File: src/rtl/lpcs_pkg.sv
// Package for the latch-port command sequencer: request types, command
// codes, microcode word layout and the microprogram ROM. No dependencies.
`default_nettype none

package lpcs_pkg;

  // Command codes carried in the func field.
  localparam logic [2:0] FUNC_LATCH     = 3'd0;
  localparam logic [2:0] FUNC_DDS_RESET = 3'd1;
  localparam logic [2:0] FUNC_DDS_WRITE = 3'd2;
  localparam logic [2:0] FUNC_SHIFT     = 3'd3;
  localparam logic [2:0] FUNC_SET_DATA  = 3'd4;

  // Port addresses.
  localparam logic [1:0] PORT_DATA = 2'd1;
  localparam logic [1:0] PORT_CTRL = 2'd2;

  // Latch selects and data constants.
  localparam logic [7:0] SEL_FILTER   = 8'h02;
  localparam logic [7:0] SEL_DDS_DATA = 8'h04;
  localparam logic [7:0] SEL_DDS_ADDR = 8'h08;
  localparam logic [7:0] DDS_RST_LO   = 8'h40;
  localparam logic [7:0] DDS_RST_HI   = 8'hc0;

  // Bits of the shift-register working byte.
  localparam logic [7:0] WB_DATA_BIT  = 8'h01;
  localparam logic [7:0] WB_CLK_BIT   = 8'h02;
  localparam logic [7:0] WB_CLRN_BIT  = 8'h04;
  localparam logic [7:0] WB_LOAD_BIT  = 8'h20;

  // Microprogram counter width and entry points.
  localparam int unsigned UPC_W = 4;
  localparam logic [UPC_W-1:0] UPC_LATCH      = 4'd0;
  localparam logic [UPC_W-1:0] UPC_DDS_RESET  = 4'd1;
  localparam logic [UPC_W-1:0] UPC_DDS_WRITE  = 4'd4;
  localparam logic [UPC_W-1:0] UPC_SHIFT      = 4'd8;
  localparam logic [UPC_W-1:0] UPC_SHIFT_END  = 4'd10;
  localparam logic [UPC_W-1:0] UPC_SHIFT_ZERO = 4'd12;
  localparam logic [UPC_W-1:0] UPC_SET_DATA   = 4'd13;
  localparam logic [UPC_W-1:0] UPC_LAST       = 4'd13;

  typedef struct packed {
    logic [2:0] func;
    logic [7:0] select;
    logic [7:0] value;
  } cmd_req_t;

  typedef struct packed {
    logic [1:0] port_addr;
    logic [7:0] port_data;
    logic       last_write;
  } port_wr_t;

  // Where the data byte of a step comes from.
  typedef enum logic [2:0] {
    DS_VALUE, DS_K40, DS_KC0, DS_SEL_OR40, DS_SEL, DS_WORK
  } dsrc_e;

  // Where the latch select of a step comes from.
  typedef enum logic [1:0] {
    SS_CMD, SS_FILTER, SS_DDS_DATA, SS_DDS_ADDR
  } ssrc_e;

  // Operation on the shift working byte.
  typedef enum logic [2:0] {
    WB_NONE, WB_BIT, WB_CLK, WB_NOLOAD, WB_LOAD, WB_ZERO
  } wop_e;

  // Sequencing after the step.
  typedef enum logic [1:0] {
    NX_NEXT, NX_END, NX_LOOP, NX_JUMP
  } nx_e;

  typedef struct packed {
    logic             single;  // one data-port write instead of a latch
    dsrc_e            dsrc;
    ssrc_e            ssrc;
    wop_e             wop;
    nx_e              nx;
    logic [UPC_W-1:0] target;
  } uword_t;

  // Entry point of each command.
  function automatic logic [UPC_W-1:0] lpcs_entry(input logic [2:0] func,
                                                  input logic       val_zero);
    logic [UPC_W-1:0] e;
    e = UPC_LATCH;
    unique case (func)
      FUNC_LATCH:     e = UPC_LATCH;
      FUNC_DDS_RESET: e = UPC_DDS_RESET;
      FUNC_DDS_WRITE: e = UPC_DDS_WRITE;
      FUNC_SHIFT:     e = val_zero ? UPC_SHIFT_ZERO : UPC_SHIFT;
      FUNC_SET_DATA:  e = UPC_SET_DATA;
      default:        e = UPC_LATCH;
    endcase
    return e;
  endfunction

  // Microprogram ROM: one latch (or one data write) per word.
  function automatic uword_t lpcs_rom(input logic [UPC_W-1:0] a);
    uword_t w;
    w = '{1'b0, DS_VALUE, SS_CMD, WB_NONE, NX_END, UPC_LATCH};
    unique case (a)
      4'd0:  w = '{1'b0, DS_VALUE,    SS_CMD,      WB_NONE,   NX_END,  UPC_LATCH};
      4'd1:  w = '{1'b0, DS_K40,      SS_DDS_ADDR, WB_NONE,   NX_NEXT, UPC_LATCH};
      4'd2:  w = '{1'b0, DS_KC0,      SS_DDS_ADDR, WB_NONE,   NX_NEXT, UPC_LATCH};
      4'd3:  w = '{1'b0, DS_K40,      SS_DDS_ADDR, WB_NONE,   NX_END,  UPC_LATCH};
      4'd4:  w = '{1'b0, DS_VALUE,    SS_DDS_DATA, WB_NONE,   NX_NEXT, UPC_LATCH};
      4'd5:  w = '{1'b0, DS_SEL_OR40, SS_DDS_ADDR, WB_NONE,   NX_NEXT, UPC_LATCH};
      4'd6:  w = '{1'b0, DS_SEL,      SS_DDS_ADDR, WB_NONE,   NX_NEXT, UPC_LATCH};
      4'd7:  w = '{1'b0, DS_SEL_OR40, SS_DDS_ADDR, WB_NONE,   NX_END,  UPC_LATCH};
      4'd8:  w = '{1'b0, DS_WORK,     SS_FILTER,   WB_BIT,    NX_NEXT, UPC_LATCH};
      4'd9:  w = '{1'b0, DS_WORK,     SS_FILTER,   WB_CLK,    NX_LOOP, UPC_SHIFT};
      4'd10: w = '{1'b0, DS_WORK,     SS_FILTER,   WB_NOLOAD, NX_NEXT, UPC_LATCH};
      4'd11: w = '{1'b0, DS_WORK,     SS_FILTER,   WB_LOAD,   NX_END,  UPC_LATCH};
      4'd12: w = '{1'b0, DS_WORK,     SS_FILTER,   WB_ZERO,   NX_JUMP, UPC_SHIFT_END};
      4'd13: w = '{1'b1, DS_VALUE,    SS_CMD,      WB_NONE,   NX_END,  UPC_LATCH};
      default: w = '{1'b1, DS_VALUE,  SS_CMD,      WB_NONE,   NX_END,  UPC_LATCH};
    endcase
    return w;
  endfunction

endpackage

`default_nettype wire

File: src/rtl/latch_port_command_sequencer_top.sv
// Top level of the latch-port command sequencer: microprogram sequencer,
// datapath and output register. Depends on lpcs_pkg.
`default_nettype none

// The block takes one command request and turns it into a run of port-write
// requests to a parallel-port emulation (address 1 data, address 2 control).
// The output carries one write per cycle while out_stall_i is low; a command
// has 1 write for set data, 3 for a latch, 9 for DDS reset, 12 for DDS
// write, 9 for a shift load of zero and 54 for a shift load of a nonzero
// value, and a stall on the output holds the run back. The pace is set
// by the single output register, which a microprogram step counter and a
// write-phase counter fill one write at a time. A new command is accepted
// in the cycle after the final write of the previous one has entered the
// output register, even while that write still waits to be taken. An
// unknown command code is accepted and produces no writes. The byte last
// latched into the filter latch (select 0x2) is remembered and seeds the
// shift-register bit patterns; reset clears it to zero.
module latch_port_command_sequencer_top (
  input  wire logic              clk_i,
  input  wire logic              rst_ni,
  input  wire logic              in_valid_i,
  output logic                   in_stall_o,
  input  wire lpcs_pkg::cmd_req_t in_req_i,
  output logic                   out_valid_o,
  input  wire logic              out_stall_i,
  output lpcs_pkg::port_wr_t     out_req_o
);
  import lpcs_pkg::*;

  // Sequencer state.
  logic             busy_q, busy_d;
  logic [UPC_W-1:0] upc_q, upc_d;
  logic [1:0]       phase_q, phase_d;
  logic [2:0]       cnt_q, cnt_d;

  // Datapath registers.
  logic [7:0] sel_q, val_q, work_q, shadow_q;
  logic       out_valid_q;
  port_wr_t   out_q;

  uword_t     uw;
  logic [7:0] wb, data_byte, sel_byte;
  port_wr_t   wr;
  logic       step_done, advance, accept, is_end;

  assign accept     = in_valid_i && !busy_q;
  assign in_stall_o = busy_q;
  assign advance    = busy_q && (!out_valid_q || !out_stall_i);

  assign uw     = lpcs_rom(upc_q);
  assign is_end = (uw.nx == NX_END);

  // Working byte for this step; it replaces the stored one when the step ends.
  always_comb begin
    wb = work_q;
    unique case (uw.wop)
      WB_NONE:   wb = work_q;
      WB_BIT:    wb = (work_q & ~(WB_CLK_BIT | WB_DATA_BIT)) | {7'd0, val_q[cnt_q]};
      WB_CLK:    wb = work_q | WB_CLK_BIT;
      WB_NOLOAD: wb = work_q & ~(WB_CLK_BIT | WB_LOAD_BIT);
      WB_LOAD:   wb = work_q | WB_LOAD_BIT;
      WB_ZERO:   wb = work_q & ~WB_CLRN_BIT;
      default:   wb = work_q;
    endcase
  end

  always_comb begin
    data_byte = val_q;
    unique case (uw.dsrc)
      DS_VALUE:    data_byte = val_q;
      DS_K40:      data_byte = DDS_RST_LO;
      DS_KC0:      data_byte = DDS_RST_HI;
      DS_SEL_OR40: data_byte = sel_q | DDS_RST_LO;
      DS_SEL:      data_byte = sel_q;
      DS_WORK:     data_byte = wb;
      default:     data_byte = val_q;
    endcase
  end

  always_comb begin
    sel_byte = sel_q;
    unique case (uw.ssrc)
      SS_CMD:      sel_byte = sel_q;
      SS_FILTER:   sel_byte = SEL_FILTER;
      SS_DDS_DATA: sel_byte = SEL_DDS_DATA;
      SS_DDS_ADDR: sel_byte = SEL_DDS_ADDR;
      default:     sel_byte = sel_q;
    endcase
  end

  // A latch is data to the data port, the select to the control port, then
  // zero to the control port.
  always_comb begin
    step_done = uw.single || (phase_q == 2'd2);
    wr.last_write = step_done && is_end;
    if (uw.single || phase_q == 2'd0) begin
      wr.port_addr = PORT_DATA;
      wr.port_data = data_byte;
    end else if (phase_q == 2'd1) begin
      wr.port_addr = PORT_CTRL;
      wr.port_data = sel_byte;
    end else begin
      wr.port_addr = PORT_CTRL;
      wr.port_data = 8'd0;
    end
  end

  // Next-state logic of the sequencer.
  always_comb begin
    busy_d  = busy_q;
    upc_d   = upc_q;
    phase_d = phase_q;
    cnt_d   = cnt_q;
    if (accept) begin
      busy_d  = (in_req_i.func <= FUNC_SET_DATA);
      upc_d   = lpcs_entry(in_req_i.func, in_req_i.value == 8'd0);
      phase_d = 2'd0;
      cnt_d   = 3'd7;
    end else if (advance) begin
      if (!step_done) begin
        phase_d = phase_q + 2'd1;
      end else begin
        phase_d = 2'd0;
        unique case (uw.nx)
          NX_NEXT: upc_d = upc_q + UPC_W'(1);
          NX_END:  busy_d = 1'b0;
          NX_LOOP: begin
            if (cnt_q != 3'd0) begin
              cnt_d = cnt_q - 3'd1;
              upc_d = uw.target;
            end else begin
              upc_d = upc_q + UPC_W'(1);
            end
          end
          NX_JUMP: upc_d = uw.target;
          default: busy_d = 1'b0;
        endcase
      end
    end
  end

  always_ff @(posedge clk_i or negedge rst_ni) begin
    if (!rst_ni) begin
      busy_q      <= 1'b0;
      upc_q       <= UPC_LATCH;
      phase_q     <= 2'd0;
      cnt_q       <= 3'd0;
      out_valid_q <= 1'b0;
      shadow_q    <= 8'd0;
    end else begin
      busy_q  <= busy_d;
      upc_q   <= upc_d;
      phase_q <= phase_d;
      cnt_q   <= cnt_d;
      if (advance) begin
        out_valid_q <= 1'b1;
      end else if (!out_stall_i) begin
        out_valid_q <= 1'b0;
      end
      // Any latch with the filter select records its byte.
      if (advance && step_done && !uw.single && sel_byte == SEL_FILTER) begin
        shadow_q <= data_byte;
      end
    end
  end

  // Payload registers.
  always_ff @(posedge clk_i) begin
    if (accept) begin
      sel_q  <= in_req_i.select;
      val_q  <= in_req_i.value;
      // Shift start: load set, address bits from the select, clear-not set,
      // clock low, the rest from the filter latch copy.
      work_q <= {shadow_q[7:6], 1'b1, in_req_i.select[4:3], 1'b1, 1'b0, shadow_q[0]};
    end else if (advance && step_done) begin
      work_q <= wb;
    end
    if (advance) begin
      out_q <= wr;
    end
  end

  assign out_valid_o = out_valid_q;
  assign out_req_o   = out_q;

  // The step counter never leaves the program.
  a_upc_range: assert property (@(posedge clk_i) disable iff (!rst_ni)
    busy_q |-> (upc_q <= UPC_LAST))
    else $error("microprogram counter out of range");

  // A latch has exactly three phases.
  a_phase_range: assert property (@(posedge clk_i) disable iff (!rst_ni)
    busy_q |-> (phase_q != 2'd3))
    else $error("write phase out of range");

  // Loading the final write of a run frees the sequencer.
  a_last_frees: assert property (@(posedge clk_i) disable iff (!rst_ni)
    (advance && wr.last_write) |=> !busy_q)
    else $error("sequencer still busy after final write");

  // Only the data and control ports are ever addressed.
  a_port_addr: assert property (@(posedge clk_i) disable iff (!rst_ni)
    out_valid_o |-> (out_req_o.port_addr == PORT_DATA ||
                     out_req_o.port_addr == PORT_CTRL))
    else $error("write to an unknown port");

endmodule

`default_nettype wire

File: config.mk
export PLATFORM = sky130hd
export DESIGN_NAME = latch_port_command_sequencer_top
export DESIGN_NICKNAME = d
export VERILOG_FILES = /design/src/rtl/lpcs_pkg.sv /design/src/rtl/latch_port_command_sequencer_top.sv
export SDC_FILE = /design/constraint.sdc
export NUM_CORES = 1
export LEC_CHECK = 0
export BUFFER_PORTS_ARGS = -buffer_cell sky130_fd_sc_hd__buf_2
export CAP_MARGIN = 20
export CORE_MARGIN = 10
export CORE_UTILIZATION = 55
export CTS_CLUSTER_DIAMETER = 50
export DETAILED_ROUTE_END_ITERATION = 8
export HOLD_SLACK_MARGIN = 0.15
export MAX_ROUTING_LAYER = met4
export PLACE_DENSITY = 0.77
export SLEW_MARGIN = 20
export SYNTH_ARGS = -nofsm -noshare
export SYNTH_HDL_FRONTEND = slang
export SYNTH_SLANG_ARGS = --single-unit
File: constraint.sdc
create_clock -name clk_i -period 3 [get_ports clk_i]
set_clock_uncertainty 0.1 [all_clocks]
set_input_delay 0.6 -clock clk_i [delete_from_list [all_inputs] [get_ports clk_i]]
set_output_delay 0.6 -clock clk_i [all_outputs]
set_load 0.05 [all_outputs]
Word-level counts from Yosys, hierarchy flattened
Memories as Yosys holds them, arrays and structs flattened.
Index checks and enable logic that the tools add are counted.
W data, S select, Z words.
Word-level totals
  output and inout port bits: 13
  bits in latches: 0
  bits of input ports: 23
  register bits after elaboration: 54
  memory bits (writable): 0
  logic and storage cells: 102
  memories kept: 1
  ROM bits: 208
Memory list
  (no name shown): words 16, bits a word 13, read ports 1, clocked after Yosys merged registers in 0, wr ports 0, RTL line lpcs_pkg.sv:103  | unique case (a)
Cells by class
  bitwise operators: 1
  order comparisons: 2
  divide/modulo/power cells: 0
  $add $sub $neg: 3
  multiply operators: 0
  reduce and logical (&&, ||, !) cells: 28
  equality and inequality tests: 24
  muxes and demuxes: 30
  shifts and indexed selects: 0
Operators by type and width (count)
  $pmux W8 S5: 2
  $mux W8: 4
  $pmux W8 S4: 1
  $eq A3 B2 Y1 const B: 6
  $mux W3: 6
  $mux W4: 4
  $pmux W4 S4: 1
  $eq A3 B3 Y1 const B: 5
  $pmux W4 S3: 1
  $reduce_bool A2 Y1: 6
  $eq A2 B2 Y1 const B: 5
  $eq A3 B1 Y1 const B: 3
  $eq A8 B2 Y1 const B: 1
  $logic_not A8 Y1: 1
  $or A8 B1 Y8: 1
  $mux W1: 7
  $eq A2 B1 Y1 const B: 3
  $logic_and A1 B1 Y1: 6
  $logic_not A2 Y1: 3
  $mux W2: 3
  $reduce_and A3 Y1: 2
  $add A4 B1 Y4 const B: 1
  $logic_not A1 Y1: 4
  $lt A3 B4 Y1 const B: 1
  other kinds (9): 11

Depth between registers and ports, before layout
Gate-level depths: netlist of run 1.
  depth after elaboration: 6
  gate-level depth with buffers: 10
  depth with buffers taken out: 8

Worst setup path before layout of run 1
OpenSTA, ideal clock, no wires.
  path type: register to register
  start: register upc_q[0]
  end: register out_q (netlist bit out_req_o[7]), data pin
  stages on the path, launching flop included: 9
  arrival: 1.928 ns
  setup time: 0.256 ns
  path slack: 0.716 ns
  required time: 2.644 ns
  period minus slack after synthesis: 2.284 ns
  cells stage by stage: dfrtp_1 buf_2 inv_1 ha_1 nand2b_1 and2_0 o221a_2 a211o_1 a22o_1
RTL lines
  from (decl): RTL line latch_port_command_sequencer_top.sv:32  | logic [UPC_W-1:0] upc_q, upc_d;
  from (signal assigned): RTL line latch_port_command_sequencer_top.sv:152  | upc_q <= upc_d;
  to (signal assigned): RTL line latch_port_command_sequencer_top.sv:179  | out_q <= wr;
  to (decl): RTL line latch_port_command_sequencer_top.sv:39  | port_wr_t out_q;

Worst setup path in the final report of run 1
  start: register upc_q[0]
  end: register upc_q[0]
Between the ends
  longest elaborated chain between the ends: 6
  elaborated cells on any way between the ends: 14
  classes of those cells: 1 x add/sub; 2 x eq/ne; 5 x mux; 5 x reduce/logical; 1 x memory
Ends and longest elaborated chain
  $mem_v2 Z16 W13 / $add A4 B1 Y4 (equally long branches)
  $eq A2 B2 Y1, or another cell as far along: RTL line latch_port_command_sequencer_top.sv:124  | unique case (uw.nx)
  $pmux W4 S3: RTL line latch_port_command_sequencer_top.sv:124
  $mux W4: RTL line latch_port_command_sequencer_top.sv:120  | if (!step_done) begin
  $mux W4: RTL line latch_port_command_sequencer_top.sv:119  | end else if (advance) begin
  $mux W4: RTL line latch_port_command_sequencer_top.sv:114  | if (accept) begin
Several ways; a longest one is shown, not always the timed one. The select of a mux whose other input is x is not followed.
A chain may end at the register's enable or synchronous reset.

==> results.py, run 1 <==
metrics = {
    "outcome": {
        "outcome": "finished clean",
    },
    "die": {
        "dieHeight_um": 90,
        "dieArea_sq_mm": 0.00810,
        "core_area_sq_mm": 0.00472,
        "rows": 25,
        "die_x_um": 90,
        "initial_core_util_pct": 57.1,
        "ioPinCount": 36,
    },
    "route": {
        "ant_nets": 0,
        "vias": 2141,
        "vias_per_cell": 5.88,
        "dr.pass1.iters": 4,
        "wirelength_um": 6550,
        "met1Wirelength_um": 2990,
        "detail_route.drc_violations": 0,
        "wl_per_cell_um": 18.0,
        "top_layer_used": "met4",
        "wl_met2_um": 3220,
        "dr_wl_met3_um": 265,
        "dr.first_iter.drc_count": 302,
    },
    "sta": {
        "hold_viol": 0,
        "max_freq_ghz": 0.369,
        "maxSlewViolCount": 0,
        "fin_crit_ps": 2710,
        "worst_pin_slew_ps": 588,
        "rsz0062_at_grt": "false",
        "setup_viol": 0,
        "period_share_pct": 90.4,
        "finalSetupTns_ps": 0,
        "slew_headroom_pct": 60.7,
    },
    "final_layout": {
        "nNetsFinal": 330,
        "n_fill_cell": 383,
        "layout.area.seq_sq_mm": 0.00137,
        "multi_input_area_sq_mm": 0.00121,
        "post_layout_nonfiller_instances": 364,
        "drive_above_1_share_pct": 20.9,
        "insertedDiodeCount": 0,
        "area_delta_synth_final_pct": 13.8,
    },
    "synthesis": {
        "synth-seq-cells": 49,
        "yosysWarnings": 0,
        "synthTopCellsByArea": "edfxtp_1 36%, dfrtp_1 13%, ha_1 5.1%",
        "syn_inst": 256,
        "synth.largest_area_cell": "edfxtp_1",
        "synth_edf_count": 32,
        "synthArstFlopShare_pct": 28.6,
        "ys_types": 61,
        "synth_flop_cell": "edfxtp_1",
        "synthesis.area_sq_mm": 0.00270,
        "avgSynthCellArea_sq_um": 10.5,
        "yosysSeqAreaShare_pct": 50.9,
        "synth_common_cells": "32 x edfxtp_1, 22 x nand2_1, 19 x o21ai_0",
        "synth_fp_nets": 290,
        "synth.most_common_cell": "edfxtp_1",
        "synth_top_area_share_pct": 35.7,
    },
    "critical_path": {
        "rrSetupSlack_ps": 290,
        "crit_required_ps": 3110,
        "r2r-end": "upc_q[0]",
        "worstPathMaxFanout": 15,
        "worstReg2RegStart": "upc_q[0]",
        "crit_arrival_ps": 2820,
        "crit_path_end_kind": "flip-flop",
        "cp_cell_sequence": "inv_1 > ha_1 > and3b_1 > o21ai_1 > a21oi_1 > o32ai_1 > a31o_2",
        "cp-start-kind": "flip-flop",
        "worstSetupPathType": "flip-flop to flip-flop",
        "r2r_cells": 7,
        "crit_slowest_cell": "dfrtp_1",
        "slowest_delay_ps": 670,
    },
    "min_path": {
        "hp-start": "in_req_i[10]",
        "whs_endpoint": "sel_q[2]",
        "hp-class": "input port to flip-flop",
        "hold_depth": 1,
    },
    "place": {
        "port_buffers": 35,
        "gp_congestion": 1.02,
        "dpl.hpwl_um": 4950,
        "dp.cells": 355,
    },
    "power_and_ir_drop": {
        "leakagePower_uw": 0.00125,
        "p_sw_uw": 1480,
        "intPower_uw": 1720,
        "comb_power_share_pct": 51.0,
        "power_frac_clock_pct": 12.7,
        "ir_drop_uv": 531,
        "powerDensity_mw_per_mm2": 1050,
        "finalPower_uw": 3210,
        "seqPwrFrac_pct": 36.2,
        "swShare_pct": 46.3,
    },
    "grt": {
        "grt_overflow": 0,
        "grt_use_total_pct": 17.2,
        "grt_pass1_vias": 2181,
        "grt_max_degree": 31,
        "grt_pass1_wl_um": 11100,
        "antenna_found_initial": 0,
    },
    "flow_run": {
        "cap_violations": 0,
    },
    "clock_tree": {
        "cts_tree": "yes",
        "cts_root_buf": "clkbuf_8",
        "h-tree-depth": 2,
        "post_cts_buffers": 0,
        "cts_made_buffers": 5,
        "clk_latency_ps": 310,
        "clkSinkCount": 49,
        "cts.clk_slew.worst_paths_ps": 100,
        "clockBufferDepth": 2,
    },
}
cell type report:
cell class	count	area share, %
clock buffer	5	2.24
clock inverter	3	0.856
inverter	17	2.08
multi-input combinational	179	39.4
sequential	49	44.7
tap	67	2.73
timing repair buffer	44	7.99
cells by family (layout without fill, tap and decap cells):
kind of cell | after synthesis | after routing | synth area share, %
and+or+nand+nor | 82 | 82 | 16.2
xor gates and xnor gates | 3 | 3 | 0.975
DFF | 49 | 49 | 50.9
adders and majority gates | 11 | 11 | 5.11
buffers and inverters | 28 | 69 | 4.27
muxes | 7 | 7 | 2.69
AOI/OAI and AO/OA | 76 | 76 | 19.9
flip-flops by register name, indices dropped and copies added (netlist names):
register     flops
phase_q          2
cnt_q            3
sel_q            8
upc_q            4
val_q            8
in_stall_o       1
shadow_q         3
out_req_o       11
out_valid_o      1
work_q           8
layout by cell type, fill, tap and decap left out, drive strengths merged, types with 3 or more instances in the layout:
cell type,n
a211oi,4
a21o,4
a21oi,14
a31oi,6
and2,5
buf,43
clkbuf,5
dfrtp,14
dfxtp,3
edfxtp,32
ha,11
inv,18
mux2i,5
nand2,22
nand2b,10
nand3,10
nor2,11
nor2b,3
nor3,4
nor4,3
o21ai,20
o31ai,3
xnor2,3
power groups by stage:
| stage | Combinational [uW] | Sequential, uW | Clock [uW] |
|---|---|---|---|
| 6_report | 1640 | 1160 | 409 |
| 5_1_grt | 1790 | 1190 | 449 |
| 4_1_cts | 1620 | 1160 | 420 |
| 3_5_place_dp | 1610 | 1180 | 0 |
| 3_3_place_gp | 1610 | 1170 | 0 |
| 2_1_floorplan | 1000 | 1370 | 0 |
through the flow:
step	utilization (%)	setup WS, ps	hold WS (ps)	area (sq um)
floorplan	-	716	204	2700
global placement	62.7	481	349	2960
detailed placement	62.7	384	356	2960
CTS	65.0	346	353	3070
global route	65.0	45.5	344	3070
finish	65.0	288	360	3070
routing by layer:
metal	vias up	global-route usage, %
li1	1037	-
met1	1027	21.7
met2	71	27.6
met3	6	2.74
met4	0	5.31
met5	-	-
worst max path at each step:
stage                     depth (start not counted)           end  slack, ps      from
final                                             7      upc_q[0]        290  upc_q[0]
after global placement                            7      upc_q[0]        480  upc_q[0]
after detailed placement                          6      upc_q[2]        380  upc_q[0]
after CTS                                         6      upc_q[2]        350  upc_q[0]
after floorplan                                   8  out_req_o[7]        720  upc_q[0]
after global routing                              6      upc_q[2]         50  upc_q[0]
worst max-delay path: cells and delay by family (launching register included):
kind	cells	cell delay (ps)
buf+inv	1	190
compound gates	4	980
fa+ha+maj	1	350
flops	1	670
simple gates	1	300
repair_timing:
item	4_1_cts	5_1_grt
hold endpoints to repair	14	0
hold buffers	1	0
resized for setup	0	0
(Power assumes the default switching activity.)
==> inputs of run 2 (changes only) <==
--- a/config.mk
+++ b/config.mk
@@ -11,6 +11,7 @@
 export CORE_UTILIZATION = 55
 export CTS_CLUSTER_DIAMETER = 50
 export DETAILED_ROUTE_END_ITERATION = 8
+export GPL_TIMING_DRIVEN = 0
 export HOLD_SLACK_MARGIN = 0.15
 export MAX_ROUTING_LAYER = met4
 export PLACE_DENSITY = 0.77
==> results.py, run 2 (synthesis gave the netlist of run 1 again) <==
metrics = {
    "outcome": {
        "outcome": "finished clean",
    },
    "final_layout": {
        "utilization_pct": 64.6,
        "final_cell_mix": "40 x buf_2, 32 x edfxtp_1, 22 x nand2_1",
        "drive_above_1_share_pct": 20.0,
        "insertedDiodeCount": 0,
        "largest_reg_flops": 11,
        "area_delta_synth_final_pct": 13.2,
        "n_fill_cell": 381,
        "mostFrequentLayoutCell": "buf_2",
        "nNetsFinal": 333,
        "final_area_sq_mm": 0.00305,
    },
    "power_and_ir_drop": {
        "leakagePower_uw": 0.00125,
        "powerDensity_mw_per_mm2": 1050,
        "ir_drop_uv": 547,
    },
    "sta": {
        "worst_pin_slew_ps": 660,
        "fin_crit_ps": 2770,
        "setup_viol": 0,
        "maxSlewViolCount": 0,
        "finalSetupTns_ps": 0,
        "max_freq_ghz": 0.361,
        "slew_headroom_pct": 56.0,
        "hold_viol": 0,
        "period_share_pct": 92.4,
        "rsz0062_at_grt": "false",
    },
    "route": {
        "dr.pass1.iters": 5,
        "wl_per_cell_um": 17.7,
        "wirelength_um": 6510,
        "ant_nets": 0,
        "vias_per_cell": 6.00,
        "vias": 2202,
        "detail_route.drc_violations": 0,
        "dr.first_iter.drc_count": 299,
    },
    "clock_tree": {
        "clockBufferDepth": 2,
        "clk_latency_ps": 310,
        "h-tree-depth": 2,
        "cts.clk_slew.worst_paths_ps": 90,
        "cts_root_buf": "clkbuf_8",
        "cts-resized-gates": 0,
        "cts_made_buffers": 5,
        "cts_tree": "yes",
        "post_cts_buffers": 0,
        "clkSinkCount": 49,
        "postCtsHoldBufs": 1,
    },
    "place": {
        "port_buffers": 35,
        "gp_congestion": 0.948,
        "place_area_sq_mm": 0.00296,
        "dpl.hpwl_um": 4880,
    },
    "grt": {
        "grt.busiest_layer": "met2",
        "grt_use_met2_pct": 25.1,
        "met1_usage_pct": 21.2,
        "antenna_found_initial": 0,
        "grt_pass1_vias": 2129,
        "grt_pass1_wl_um": 10800,
        "grt_overflow": 0,
        "grt_use_met3_pct": 3.99,
        "grt_max_degree": 30,
        "grt_use_total_pct": 16.6,
    },
    "min_path": {
        "hp-start": "in_req_i[15]",
        "hp-class": "input port to flip-flop",
    },
    "die": {
        "dieArea_sq_mm": 0.00810,
        "die_x_um": 90,
        "initial_core_util_pct": 57.1,
        "core_area_sq_mm": 0.00472,
        "rows": 25,
        "dieHeight_um": 90,
        "ioPinCount": 36,
    },
    "flow_run": {
        "cap_violations": 0,
    },
    "critical_path": {
        "crit_path_end_kind": "flip-flop",
        "crit_arrival_ps": 2880,
        "crit_path_start": "upc_q[0]",
        "worstReg2RegStart": "upc_q[0]",
        "worstPathMaxFanout": 10,
        "crit_required_ps": 3110,
        "worstSetupPathType": "flip-flop to flip-flop",
        "cp-start-kind": "flip-flop",
    },
}
-- run 2: path summary, 6_finish.rpt --
kind                                to  slack [ps]  cells past startpoint
max reg2reg                   upc_q[0]         230                      8
max in group asynchronous  shadow_q[6]        1930                      2
min reg2reg                  work_q[2]         380                      2
min in group asynchronous     cnt_q[2]         620                      2
min                           sel_q[7]         360                      1
max                           upc_q[0]         230                      8
-- run 2: metal layers --
layer  wire length (um)  up-vias  share of wire, %
met5                  0        -                 0
met4                172        0               2.6
met3                475       20               7.3
met2               3030      114                46
met1               2840     1025                44
li1                   -     1043                 -
-- run 2: final cells by class --
cell class / instances / area (sq um) / area share, %
flip-flops and latches: 49 / 1370 / 44.9
well taps: 67 / 83.8 / 2.75
plain buffers: 11 / 52.6 / 1.72
inverters: 17 / 63.8 / 2.09
clock inverters: 3 / 17.5 / 0.574
clock buffers: 5 / 68.8 / 2.26
multi-input cells: 179 / 1210 / 39.6
repair buffers: 36 / 185 / 6.07
-- run 2: power breakdown --
part | switching (uW) | internal, uW
clock network | 226 | 162
logic | 1140 | 577
registers | 116 | 979
total | 1480 | 1720
-- run 2: through the flow --
step	total power, uW	setup slack (ps)	hold slack (ps)	instances
2_1_floorplan	2370	716	204	256
3_3_place_gp	2770	278	348	358
3_5_place_dp	2790	312	356	358
4_1_cts	3180	283	358	367
5_1_grt	3410	76.6	354	367
6_report	3200	228	361	367
-- run 2: worst max-delay path, cell delays in order, from the launching register on --
cell	delay [ps]
dfrtp_1	470
buf_2	260
inv_1	130
ha_1	320
and3b_1	310
o21ai_1	160
a21oi_1	510
o32ai_1	170
a31o_2	240
